File: src/rtl/scbpa_pkg.sv
// shared types, register map and status codes of the size-class block pool allocator
package scbpa_pkg;

	localparam int CFG_CLASSES = 4;
	localparam int PADDR_W     = 5;

	localparam logic [1:0] REQ_ALLOC = 2'd0;
	localparam logic [1:0] REQ_FREE  = 2'd1;
	localparam logic [1:0] REQ_LINK  = 2'd2;

	localparam logic [2:0] STS_OK         = 3'd0;
	localparam logic [2:0] STS_ZERO_SIZE  = 3'd1;
	localparam logic [2:0] STS_TOO_LARGE  = 3'd2;
	localparam logic [2:0] STS_EXHAUSTED  = 3'd3;
	localparam logic [2:0] STS_INVALID    = 3'd4;
	localparam logic [2:0] STS_UNUSED     = 3'd5;
	localparam logic [2:0] STS_LINK_LIMIT = 3'd6;

	localparam logic [2:0] REG_SIZE0  = 3'd0;
	localparam logic [2:0] REG_SIZE1  = 3'd1;
	localparam logic [2:0] REG_SIZE2  = 3'd2;
	localparam logic [2:0] REG_SIZE3  = 3'd3;
	localparam logic [2:0] REG_COUNT0 = 3'd4;
	localparam logic [2:0] REG_COUNT1 = 3'd5;
	localparam logic [2:0] REG_COUNT2 = 3'd6;
	localparam logic [2:0] REG_COUNT3 = 3'd7;

	typedef struct packed {
		logic [CFG_CLASSES-1:0][15:0] size;
		logic [CFG_CLASSES-1:0][8:0]  count;
	} cfg_t;

	localparam cfg_t CFG_RESET = '{
		size:  {16'd4096, 16'd1024, 16'd256, 16'd64},
		count: {9'd256, 9'd256, 9'd256, 9'd256}
	};

endpackage

File: src/rtl/scbpa_regs.sv
// configuration register file with apb-style access
module scbpa_regs (
	input  logic                          clk,
	input  logic                          arst_n,
	input  logic                          psel,
	input  logic                          penable,
	input  logic                          pwrite,
	input  logic [scbpa_pkg::PADDR_W-1:0] paddr,
	input  logic [31:0]                   pwdata,
	output logic [31:0]                   prdata,
	output logic                          pready,
	output scbpa_pkg::cfg_t               cfg
);

	scbpa_pkg::cfg_t cfg_q;
	logic [2:0]      idx;

	assign idx    = paddr[4:2];
	assign pready = 1'b1;
	assign cfg    = cfg_q;

	always_ff @(posedge clk or negedge arst_n) begin
		if (!arst_n) begin
			cfg_q <= scbpa_pkg::CFG_RESET;
		end else if (psel && penable && pwrite && pready) begin
			case (idx)
				scbpa_pkg::REG_SIZE0:  cfg_q.size[0]  <= pwdata[15:0];
				scbpa_pkg::REG_SIZE1:  cfg_q.size[1]  <= pwdata[15:0];
				scbpa_pkg::REG_SIZE2:  cfg_q.size[2]  <= pwdata[15:0];
				scbpa_pkg::REG_SIZE3:  cfg_q.size[3]  <= pwdata[15:0];
				scbpa_pkg::REG_COUNT0: cfg_q.count[0] <= pwdata[8:0];
				scbpa_pkg::REG_COUNT1: cfg_q.count[1] <= pwdata[8:0];
				scbpa_pkg::REG_COUNT2: cfg_q.count[2] <= pwdata[8:0];
				scbpa_pkg::REG_COUNT3: cfg_q.count[3] <= pwdata[8:0];
				default: ;
			endcase
		end
	end

	always_comb begin
		case (idx)
			scbpa_pkg::REG_SIZE0:  prdata = {16'd0, cfg_q.size[0]};
			scbpa_pkg::REG_SIZE1:  prdata = {16'd0, cfg_q.size[1]};
			scbpa_pkg::REG_SIZE2:  prdata = {16'd0, cfg_q.size[2]};
			scbpa_pkg::REG_SIZE3:  prdata = {16'd0, cfg_q.size[3]};
			scbpa_pkg::REG_COUNT0: prdata = {23'd0, cfg_q.count[0]};
			scbpa_pkg::REG_COUNT1: prdata = {23'd0, cfg_q.count[1]};
			scbpa_pkg::REG_COUNT2: prdata = {23'd0, cfg_q.count[2]};
			scbpa_pkg::REG_COUNT3: prdata = {23'd0, cfg_q.count[3]};
			default:               prdata = 32'd0;
		endcase
	end

endmodule

File: config.mk
export PLATFORM = sky130hd
export DESIGN_NAME = scbpa_regs
export DESIGN_NICKNAME = d
export VERILOG_FILES = /design/src/rtl/scbpa_pkg.sv /design/src/rtl/scbpa_regs.sv
export SDC_FILE = /design/constraint.sdc
export NUM_CORES = 1
export LEC_CHECK = 0
export ABC_AREA = 1
export BUFFER_PORTS_ARGS = -buffer_cell sky130_fd_sc_hd__buf_2
export CAP_MARGIN = 20
export CELL_PAD_IN_SITES_DETAIL_PLACEMENT = 1
export CELL_PAD_IN_SITES_GLOBAL_PLACEMENT = 2
export CORE_AREA = 4 4 145 147
export DETAILED_ROUTE_END_ITERATION = 12
export DIE_AREA = 0 0 149 151
export GPL_TIMING_DRIVEN = 0
export PLACE_DENSITY = 0.85
export SYNTH_ARGS = -nofsm -noshare
export SYNTH_HDL_FRONTEND = slang
export SYNTH_SLANG_ARGS = --single-unit
File: constraint.sdc
create_clock -name clk -period 1.1 [get_ports clk]
set_input_delay 0.165 -clock clk [delete_from_list [all_inputs] [get_ports clk]]
set_output_delay 0.165 -clock clk [all_outputs]
set_load 0.05 [all_outputs]
==> results of run 1 <==
-- per-layer routing --
layer	global-route usage (%)	vias up	part of all wire, %
li1	-	2394	-
met1	24.75	2696	40
met2	32.02	191	50
met3	4.249	32	6.8
met4	7.689	0	2.4
met5	0	-	0
-- cell type report --
cell class                 instances  area, sq um  area share, %
timing repair buffer             226         2684          29.38
buffer                            53        501.7          5.493
sequential                       100         2618          28.66
clock inverter                     6        90.09         0.9863
clock buffer                      10        229.0          2.507
tap                              270        337.8          3.699
multi-input combinational        395         2556          27.99
inverter                          29        117.6          1.288
-- tightest hold or removal path, stage by stage --
cell     delay, ns
buf_2         0.10
nand2_1       0.05
o21ai_1       0.06
-- layout by cell type, fill, tap and decap left out --
| cell type | n |
|---|---|
| a21oi_1 | 8 |
| a21oi_2 | 1 |
| buf_12 | 18 |
| buf_16 | 1 |
| buf_2 | 23 |
| buf_4 | 48 |
| buf_6 | 126 |
| buf_8 | 48 |
| bufinv_16 | 2 |
| clkbuf_1 | 1 |
| clkbuf_16 | 14 |
| clkbuf_2 | 8 |
| clkbuf_4 | 1 |
| clkinv_2 | 1 |
| clkinv_4 | 2 |
| clkinvlp_4 | 2 |
| conb_1 | 17 |
| dfrtp_1 | 8 |
| dfrtp_2 | 84 |
| dfstp_2 | 8 |
| dlygate4sd3_1 | 1 |
| inv_1 | 24 |
| inv_2 | 2 |
| inv_4 | 2 |
| nand2_1 | 103 |
| nand2_2 | 28 |
| nand2_4 | 20 |
| nand2_8 | 2 |
| nand3_1 | 7 |
| nand3_2 | 3 |
| nand3_4 | 12 |
| nand4_1 | 59 |
| nor2_1 | 17 |
| nor2_2 | 8 |
| nor2_4 | 13 |
| nor2_8 | 1 |
| nor3_2 | 1 |
| nor3_4 | 4 |
| o21ai_1 | 48 |
| o21ai_2 | 43 |
-- final timing paths --
check	from	end	slack [ns]	cells after the start
setup / recovery	cfg[35]$_DFFE_PN1P_	prdata[8]	-0.48	5
setup reg to reg	cfg[35]$_DFFE_PN1P_	cfg[35]$_DFFE_PN1P_	-0.03	6
max in group asynchronous	arst_n	cfg[8]$_DFFE_PN1P_	0.15	3
hold reg to reg	cfg[96]$_DFFE_PN1P_	cfg[96]$_DFFE_PN1P_	0.50	2
hold / removal	pwdata[8]	cfg[26]$_DFFE_PN1P_	0.03	3
min in group asynchronous	arst_n	cfg[49]$_DFFE_PN0P_	0.25	2
-- what timing repair did --
action	4_1_cts	5_1_grt
hold buffers	1	0
gates cloned	1	5
pin swaps	33	28
gates resized for setup	340	140
hold endpoints to repair	33	0
setup endpoints to repair	172	234
buffers inserted	46	46
-- per-stage QoR --
step | setup WS, ns | cells | instance area (sq um) | setup TNS (ns)
4_1_cts | -0.4742 | 1050 | 8284 | -12.18
3_5_place_dp | -0.7740 | 986 | 6479 | -49.24
6_report | -0.4810 | 1089 | 9134 | -17.70
5_1_grt | -0.5286 | 1089 | 9134 | -22.67
3_3_place_gp | -1.517 | 985 | 6449 | -188.02
2_1_floorplan | -0.2953 | 577 | 5420 | -2.713
-- kinds of logic (layout without fill, tap and decap cells) --
group | Yosys count | after routing | share of synthesized area, %
AO/OA/AOI/OAI | 100 | 100 | 12.78
buffers and inverters | 82 | 324 | 10.07
flip-flops | 100 | 100 | 49.93
other | 2 | 17 | 0.1492
AND/OR/NAND/NOR | 278 | 278 | 27.08
-- power by group through the flow --
stage / logic (W) / registers (W) / clock network [W]
floorplan: 0.00182 / 0.00767 / 0
global placement: 0.00574 / 0.00526 / 0
detailed placement: 0.00583 / 0.00528 / 0
CTS: 0.00784 / 0.00529 / 0.00356
global route: 0.00899 / 0.00544 / 0.00375
finish: 0.00860 / 0.00535 / 0.00353
==> results.txt, run 1 <==
ANT cells = 0
Synth top area share = 45.75%
RD Place Congestion = 0.7967
Final Max Tran Viols = 0
first-pass GRT wire length = 32.91 mm
CTS root buf = clkbuf_16
Final Setup Violations = 145
unrepaired setup endpoints after global routing = true
# IOs = 175
worst hold slack = 0.02919 ns
Skew-Pair Late Insertion Delay = 0.35 ns
number of synthesized flops with an enable pin = 0
status = finished, violations left
DRC viols = 0
post-DP HPWL = 15.01 mm
Num CTS Buffers = 9
Max Clk Rate = 0.6325 GHz
die area = 0.02250 sq mm
clock-pin slew of the registers on the worst-case setup and hold paths = 0.07 ns
area leader, netlist = dfrtp_1
Startpoint Class = flop
initial antenna violation count = 0
fraction of registers with async set/reset = 100.0%
Unique masters post-synth = 27
fraction of layout cells with a size suffix above 1 = 64.22%
final worst path period need = 1.581 ns
sequential-to-total area share from yosys stat = 49.93%
Mapped Cells = 562
Post-Route Utilization = 45.88%
combinational share of power = 49.2%
Slew @ Worst Pin = 0.5092 ns
PortBufs = 138
cells along the critical path = nand4_1 -> nand2_2 -> nor2_2 -> nand3_4 -> buf_8
Die Y = 151 microns
Crit path largest cell delay = 0.54 ns
Max H-tree Level = 3
Vias/cell = 4.879
synthesized area per cell = 8.954 sq um
total of max-cap violations = 0
number of routed nets with antenna violations = 0
Core Footprint = 0.01991 sq mm
yosys warns = 0
top cells by count, synth = nand2_1 (149), dfrtp_1 (92), nand4_1 (59)
iteration count of the initial detailed-routing pass = 4
pwr dens = 1915 mW/mm^2
total power = 0.01749 W
Reg power frac = 30.6%
global route overflow = 0
routed wire length = 23.22 mm
worst vdd ir = 0.0007022 V
endpoints failing hold = 0
failing checks = setup timing
Die Span X = 149 microns
Top delay family on crit path = flip-flops
drt initial violations = 249
clock buffer depth = 2
initial core utilization = 25.28%
mapped cell area = 0.005032 sq mm
Bufs and invs on worst path = 1
Clk pwr share = 20.2%
WL/cell = 21.32 microns
Worst Skew = 0 ns
Worst EP arrival = 1.42 ns
largest net degree at the start of global routing = 68
CTS sink cnt = 100
Rel. slew slack = 66.02%
Req. time, crit path = 0.94 ns
Switching Power = 0.007432 W
Vias = 5,313
Final Cycle Share = 143.7%
top_reg_cell synth = dfrtp_1
Layout fillers = 2,203
overall routing resource usage = 19.37%
Pleak = 4.216 nW
max reg flops = 100
CP Max Fanout = 2
nets = 856
CTS tree = done
worst setup margin = -0.4810 ns
Layout area overhead = 81.50%
Pint = 0.01006 W
Critical Path Sink Type = output port
switching share of power = 42.49%
critical path type = flop to output port
hold crit path type = primary input to flop
top cells by area, synth = dfrtp_1 (46%), nand2_1 (11%), nand4_1 (7.3%), o21ai_2 (6.4%), o21ai_1 (5.4%)
row cnt = 52
most frequent cell after synthesis = nand2_1
CP max stage cell = dfstp_2
vias in the first global route = 5,406
FF+latch count, synth = 100
Power figures use the tool's default switching activity.
==> run 2, diff against run 1 <==
--- a/config.mk
+++ b/config.mk
@@ -6,7 +6,7 @@
 export NUM_CORES = 1
 export LEC_CHECK = 0
 export ABC_AREA = 1
-export BUFFER_PORTS_ARGS = -buffer_cell sky130_fd_sc_hd__buf_2
+export BUFFER_PORTS_ARGS = -buffer_cell sky130_fd_sc_hd__clkbuf_2
 export CAP_MARGIN = 20
 export CELL_PAD_IN_SITES_DETAIL_PLACEMENT = 1
 export CELL_PAD_IN_SITES_GLOBAL_PLACEMENT = 2
@@ -15,6 +15,7 @@
 export DIE_AREA = 0 0 149 151
 export GPL_TIMING_DRIVEN = 0
 export PLACE_DENSITY = 0.85
+export SKIP_LAST_GASP = 1
 export SYNTH_ARGS = -nofsm -noshare
 export SYNTH_HDL_FRONTEND = slang
 export SYNTH_SLANG_ARGS = --single-unit
==> run 2 against run 1 <==
Effect of this change:
- the run ends with hold timing, setup timing left
- register-to-register slack better by 0.14 ns
- clock skew unchanged
- wire length up 4.3%
- first-iteration DRC count up 21%
- critical path depth unchanged
- cell area up 3.2%
- die area unchanged
- core utilization up 1.5 points
- worst setup slack worse by 0.047 ns
- cell count down 1.4%
- power up 2.2%
==> results.txt, run 2 (synthesis gave the netlist of run 1 again) <==
routed length on met2 = 12.42 mm
RD Place Congestion = 0.7951
CTS tree = done
routed wire length = 24.21 mm
largest net degree at the start of global routing = 101
ANT cells = 0
unrepaired setup endpoints after global routing = true
crit path from = cfg[35]$_DFFE_PN1P_
Pint = 0.01040 W
critical path type = flop to output port
Post-Route Utilization = 47.34%
Req. time, crit path = 0.94 ns
Worst Skew = 0 ns
total power = 0.01787 W
CP Max Fanout = 2
Worst EP arrival = 1.46 ns
switching share of power = 41.82%
FF-to-FF Start = cfg[13]$_DFFE_PN0P_
drt initial violations = 302
iteration count of the initial detailed-routing pass = 4
Die Span X = 149 microns
Slew @ Worst Pin = 0.8847 ns
hold buffer count at cts = 1
status = finished, violations left
Pleak = 4.320 nW
top layer in use = met4
Critical Path Sink Type = output port
worst setup margin = -0.5282 ns
# IOs = 175
initial antenna violation count = 0
post-DP HPWL = 14.79 mm
Layout fillers = 2,166
met3 WL = 1.504 mm
CTS sink cnt = 100
cell area after layout = 0.009425 sq mm
Layout area overhead = 87.29%
Switching Power = 0.007476 W
max reg flops = 100
WL met1 = 9.833 mm
final worst path period need = 1.628 ns
worst vdd ir = 0.0006988 V
die area = 0.02250 sq mm
failing checks = hold timing, setup timing
Max Clk Rate = 0.6142 GHz
vias in the first global route = 5,589
worst hold slack = -0.1450 ns
setup_tns = -16.86 ns
dpl cell area = 0.006457 sq mm
hold crit path type = primary input to async pin
initial core utilization = 25.28%
Vias/cell = 4.838
fraction of layout cells with a size suffix above 1 = 62.81%
area occupied by multi-input gates = 0.002519 sq mm
Vias = 5,196
endpoints failing hold = 92
Final Cycle Share = 148.0%
clock buffer depth = 2
Core Footprint = 0.01991 sq mm
Clk pwr share = 19.1%
Num CTS Buffers = 9
FF+latch area = 0.002618 sq mm
nets = 841
WL/cell = 22.54 microns
overall routing resource usage = 20.86%
number of routed nets with antenna violations = 0
most common cell after layout, fill and taps aside = nand2_1
Startpoint Class = flop
clock-pin slew of the registers on the worst-case setup and hold paths = 0.07 ns
global route overflow = 0
DRC viols = 0
combinational share of power = 50.7%
first-pass GRT wire length = 35.19 mm
Die Y = 151 microns
row cnt = 52
PortBufs = 138
Final Max Tran Viols = 0
total of max-cap violations = 0
pwr dens = 1896 mW/mm^2
Max H-tree Level = 3
Skew-Pair Late Insertion Delay = 0.36 ns
Final Setup Violations = 127
most frequent cells in the layout = nand2_1 (105), dfrtp_2 (84), nand4_1 (59)
Rel. slew slack = 41.02%
Reg power frac = 30.2%
CTS root buf = clkbuf_16
## run 2: worst paths after layout
kind                                        to  slack, ns  cells past startpoint
min in group clk           cfg[25]$_DFFE_PN0P_       0.04                      3
max in group asynchronous  cfg[22]$_DFFE_PN0P_       0.52                      1
min reg2reg                cfg[96]$_DFFE_PN1P_       0.51                      2
min                        cfg[81]$_DFFE_PN0P_      -0.14                      1
max                                  prdata[8]      -0.53                      5
max reg2reg                cfg[13]$_DFFE_PN0P_       0.11                      4
## run 2: what timing repair did
action / in CTS / in global routing
buffers inserted: 38 / 37
endpoints found under the hold margin: 93 / 28
gates cloned: 4 / 0
pin swaps: 34 / 39
resized for setup: 354 / 123
endpoints found under the setup margin: 171 / 160
## run 2: stage by stage
step / worst slack (ns) / cells / hold WS, ns
5_1_grt: -0.5487 / 1074 / -0.04832
2_1_floorplan: -0.2953 / 577 / -0.1306
3_3_place_gp: -1.811 / 985 / 0.3752
6_report: -0.5282 / 1074 / -0.1450
4_1_cts: -0.4819 / 1044 / -0.05348
3_5_place_dp: -0.8097 / 985 / 0.3349
## run 2: critical path, stage by stage (launching register included)
cell and delay, ns:
dfstp_2 0.55, nand4_1 0.13, nand2_2 0.13, nor2_2 0.06, nand3_4 0.07, clkbuf_16 0.16
## run 2: power groups by stage
stage               logic, W  clock network, W  registers, W
finish               0.00907           0.00342       0.00539
global route         0.00945           0.00365       0.00548
detailed placement   0.00580                 0       0.00530
CTS                  0.00827           0.00347       0.00531
global placement     0.00572                 0       0.00529
floorplan            0.00182                 0       0.00767
## run 2: layout make-up
class,count,share of cell area [%]
multi-input cells,395,26.72
clock inverters,4,0.5974
inverters,29,1.248
plain buffers,53,5.257
clock buffers,12,2.721
repair buffers,211,32.10
flip-flops and latches,100,27.77
well taps,270,3.584
## run 2: metal layers
metal / vias up / global-route usage (%)
met5: - / 0
met4: 0 / 6.133
met3: 35 / 4.877
met2: 170 / 35.51
met1: 2644 / 26.52
li1: 2347 / -
